--- config.mk ---
export PLATFORM = sky130hd
export DESIGN_NAME = swrc_cell
export DESIGN_NICKNAME = d
export VERILOG_FILES = /design/src/swrc_pkg.sv /design/src/swrc_cell.sv
export SDC_FILE = /design/constraint.sdc
export NUM_CORES = 1
export LEC_CHECK = 0
export BUFFER_PORTS_ARGS = -buffer_cell sky130_fd_sc_hd__buf_2
export CAP_MARGIN = 20
export CORE_ASPECT_RATIO = 0.9
export CORE_MARGIN = 2
export CORE_UTILIZATION = 52
export DETAILED_ROUTE_END_ITERATION = 7
export PLACE_DENSITY = 0.89
export SYNTH_ARGS = -nofsm -noshare
export SYNTH_HDL_FRONTEND = slang
export SYNTH_SLANG_ARGS = --single-unit
--- constraint.sdc ---
create_clock -name clk_i -period 4.9 [get_ports clk_i]
set_input_delay 0.98 -clock clk_i [delete_from_list [all_inputs] [get_ports clk_i]]
set_output_delay 0.98 -clock clk_i [all_outputs]
set_load 0.05 [all_outputs]
--- src/swrc_pkg.sv ---
// shared constants for the sliding window range counter
package swrc_pkg;

  // default number of cells in the sample chain
  localparam int unsigned DEF_MAX_WINDOW  = 64;
  // default sample width
  localparam int unsigned DEF_SAMPLE_BITS = 32;
  // width of the window size register
  localparam int unsigned CFG_BITS        = 7;
  // width of the hit counter
  localparam int unsigned COUNT_BITS      = 32;
  // window size after reset
  localparam logic [CFG_BITS-1:0] WSIZE_RESET = CFG_BITS'(1);

endpackage

--- src/swrc_cell.sv ---
// one cell of the sample chain: holds a sample and folds it into the passing min/max wave
module swrc_cell #(
  parameter int unsigned SAMPLE_BITS = swrc_pkg::DEF_SAMPLE_BITS,
  parameter int unsigned WSIZE_BITS  = 7,
  parameter int unsigned INDEX       = 0
) (
  input  logic                          clk_i,
  input  logic                          rst_ni,
  input  logic                          shift_i,
  input  logic signed [SAMPLE_BITS-1:0] sample_i,
  output logic signed [SAMPLE_BITS-1:0] sample_o,
  input  logic [WSIZE_BITS-1:0]         wsize_i,
  input  logic                          wave_vld_i,
  input  logic signed [SAMPLE_BITS-1:0] wave_min_i,
  input  logic signed [SAMPLE_BITS-1:0] wave_max_i,
  output logic                          wave_vld_o,
  output logic signed [SAMPLE_BITS-1:0] wave_min_o,
  output logic signed [SAMPLE_BITS-1:0] wave_max_o
);

  localparam logic [WSIZE_BITS-1:0] Idx = WSIZE_BITS'(INDEX);

  logic signed [SAMPLE_BITS-1:0] sample_q;
  logic                          wave_vld_q;
  logic signed [SAMPLE_BITS-1:0] wave_min_q, wave_min_d;
  logic signed [SAMPLE_BITS-1:0] wave_max_q, wave_max_d;
  logic                          in_window;

  // this cell counts only while it lies inside the window
  assign in_window = (Idx < wsize_i);

  always_comb begin
    wave_min_d = wave_min_i;
    wave_max_d = wave_max_i;
    if (in_window) begin
      if (sample_q < wave_min_i) wave_min_d = sample_q;
      if (sample_q > wave_max_i) wave_max_d = sample_q;
    end
  end

  always_ff @(posedge clk_i) begin
    if (shift_i) sample_q <= sample_i;
    wave_min_q <= wave_min_d;
    wave_max_q <= wave_max_d;
  end

  always_ff @(posedge clk_i or negedge rst_ni) begin
    if (!rst_ni) begin
      wave_vld_q <= 1'b0;
    end else begin
      wave_vld_q <= wave_vld_i;
    end
  end

  assign sample_o   = sample_q;
  assign wave_vld_o = wave_vld_q;
  assign wave_min_o = wave_min_q;
  assign wave_max_o = wave_max_q;

endmodule

==> metrics <==
run status=complete, no violations; FF-to-FF path depth=9; PnR worst setup slack=1.55 ns; worst path bufs/invs=3; Setup TNS=0 ns; FP Rows=33; FMAX=0.299 GHz; area share of the largest cell type after synthesis=0.267; CP max stage cell=nor4_2; RSZ-0062 raised after global routing=false; Worst Clk Skew=0.00931 ns; largest net degree at the start of global routing=33; Synth Area in Simple Gates=0.0536; clock transition at the registers of the reported paths=0.10 ns; synth warn=0; GPL Wtd Cong=0.901; global-route wire length before repair=18.3 mm; #FFs+latches synth=97; Routed Antenna Nets=0; Longest Clk Path Bufs=2; cell count after synthesis=398; Area growth syn-to-layout=27.6%; Tcrit/Tclk final=0.684; crit path DAT=3.60 ns; Least-Margin Pin Slew=0.847 ns; reg2reg start=sample_o[2]; clock tree root driver cell=clkbuf_8; pre-CTS WS=1.17 ns; Starting DRT DRC Count=107; Seq/Total Area, Yosys=0.472; GRT Resource Usage Total=0.234; Peak supply drop=0.270 mV; Cell Pwr Density=386 nW/um^2; Die Area=10000 um^2; Post-Synthesis Cell Area=4810 um^2; Num CTS Buffers=9; Worst slew margin=0.436; top post-synthesis cells by count=dfxtp_1 (64), inv_1 (64), ha_1 (63); largest family of logic cells by synthesized area=multiplexers; CP endpoint kind=flip-flop; min Tclk post-route=3.35 ns; cts hold-fix bufs=0; Critical Path Start=wave_max_i[31]; biggest area consumer among synthesized cells=dfxtp_1; worst hold path class=input port to asynchronous set/reset pin; syn avg cell area=12.1 um^2; Crit Path Max Fanout=22; Synth Area in Compound Gates=0.0737; post-synthesis mux area share=0.175; Netlist cell types=36; crit path kind=input port to flip-flop; startpoint types=input port; average vias per placed instance=5.07; drt pass-1 iters=4; post-cts sizing count=0; Top FF cell, synth=dfxtp_1; DRT Wirelength=11.6 mm; GRT overflow=0; Initial Util=0.532; worst setup path endpoint=wave_max_o[0]; Synth Area in Adders=0.164; final number of setup-violating endpoints=0; CP max stage delay=0.47 ns; Leak=0.00322 uW; Crit path depth=10; Die Wd=105 um; vias in the first global route=3905; crit-path cells=buf_2, inv_1, ha_1, and4_1, nand4_1, nor4_2, a21oi_2, a311oi_4, buf_4, mux2_2; Top delay family on crit path=simple AND/OR/NAND/NOR gates; IO Pins=204; fin cells=737; post-placement cell count=720; initial antenna violation count=1; Placeable Area=9040 um^2; CTS sink count=97; Die Y=95.2 um; Clk Latency, worst-skew pair=0.36 ns; asr flop ratio synth=0.0103; CTS tree=yes; Final Hold Fails=0; routed via count=3740; H-tree levels=3; ratio of cells with drive above 1 in the final layout=0.474; DR DRC count=0; net count of the mapped netlist=568; reg-to-reg slack, setup=1.73 ns; hpwl dp=9.17 mm; Routed WL per cell=15.8 um; top post-synthesis cells by area=dfxtp_1 (27%), edfxtp_1 (20%), ha_1 (16%); number of port buffers=203; EDFF count, synth=32; Final nets=779; Worst EP required=5.15 ns; XOR/XNOR share of the synthesized area=0; # Max-Cap Violations=0; reg-to-reg endpoint=wave_min_o[29]; setup bufs post-CTS=0; max-slew violation count=0; Final Util=0.678
-- through the flow --
step | instance area (um^2) | hold slack [ns] | total power, uW
2_1_floorplan | 4810 | 0.684 | 1690
3_3_place_gp | 5950 | 0.587 | 1880
3_5_place_dp | 5950 | 0.602 | 1920
4_1_cts | 6130 | 0.354 | 2390
5_1_grt | 6130 | 0.339 | 2480
6_report | 6130 | 0.373 | 2370
-- layer usage --
layer / up-vias / GRT usage / wire length, um
met5: - / 0 / 0
met4: 0 / 0.0867 / 319
met3: 28 / 0.0574 / 618
met2: 146 / 0.430 / 5920
met1: 1732 / 0.264 / 4750
li1: 1834 / - / -
-- report_power, final --
group / internal [uW] / total [uW] / leakage [uW] / switching, uW
combinational: 294 / 897 / 0.00226 / 604
sequential: 943 / 999 / 0.000865 / 55.5
clock: 189 / 474 / 0.0000920 / 284
total: 1430 / 2370 / 0.00322 / 943
-- worst min-delay path by stage --
stage / startpoint / end / slack [ns]
after floorplan: rst_ni / wave_vld_o / 0.68
after global placement: sample_o[25] / wave_max_o[25] / 0.59
after detailed placement: sample_o[16] / wave_max_o[16] / 0.60
after CTS: rst_ni / wave_vld_o / 0.35
after global routing: rst_ni / wave_vld_o / 0.34
final: rst_ni / wave_vld_o / 0.37
-- sequential cells by signal, indices dropped and copies added, names as in the netlist --
signal	flops
sample_o	32
wave_max_o	32
wave_min_o	32
wave_vld_o	1
-- cell type report --
type	count	area [um^2]
Sequential cell	97	2270
Clock buffer	9	124
Timing Repair Buffer	206	1040
Tap cell	122	153
Inverter	64	240
Antenna cell	1	2.50
Clock inverter	7	52.6
Fill cell	677	2910
Multi-Input combinational cell	231	2260
-- placed cells by master, fill, tap and decap left out, types with 2 or more instances in the layout --
cell type / n
buf_2: 203
inv_1: 64
dfxtp_1: 64
ha_1: 63
mux2_2: 33
edfxtp_1: 32
mux2_4: 30
a21oi_1: 24
nand2_1: 16
o21ai_0: 12
clkbuf_8: 9
nor2_1: 8
nand4_1: 7
a21o_1: 7
nor3_1: 4
and4_1: 3
inv_6: 3
buf_4: 3
nor4_2: 2
nor2b_1: 2
a211oi_1: 2
a221oi_1: 2
o211ai_1: 2
clkinv_4: 2
-- logic make-up (layout without fill, tap and decap cells) --
family | count (synthesis) | count (layout)
flip-flops | 97 | 97
AND/OR/NAND/NOR | 48 | 48
adder cells (fa/ha/maj) | 63 | 63
AO/OA/AOI/OAI | 55 | 55
buffers and inverters | 70 | 286
other | 0 | 1
multiplexers | 65 | 65
No activity file was read; power rests on OpenSTA's default activity.
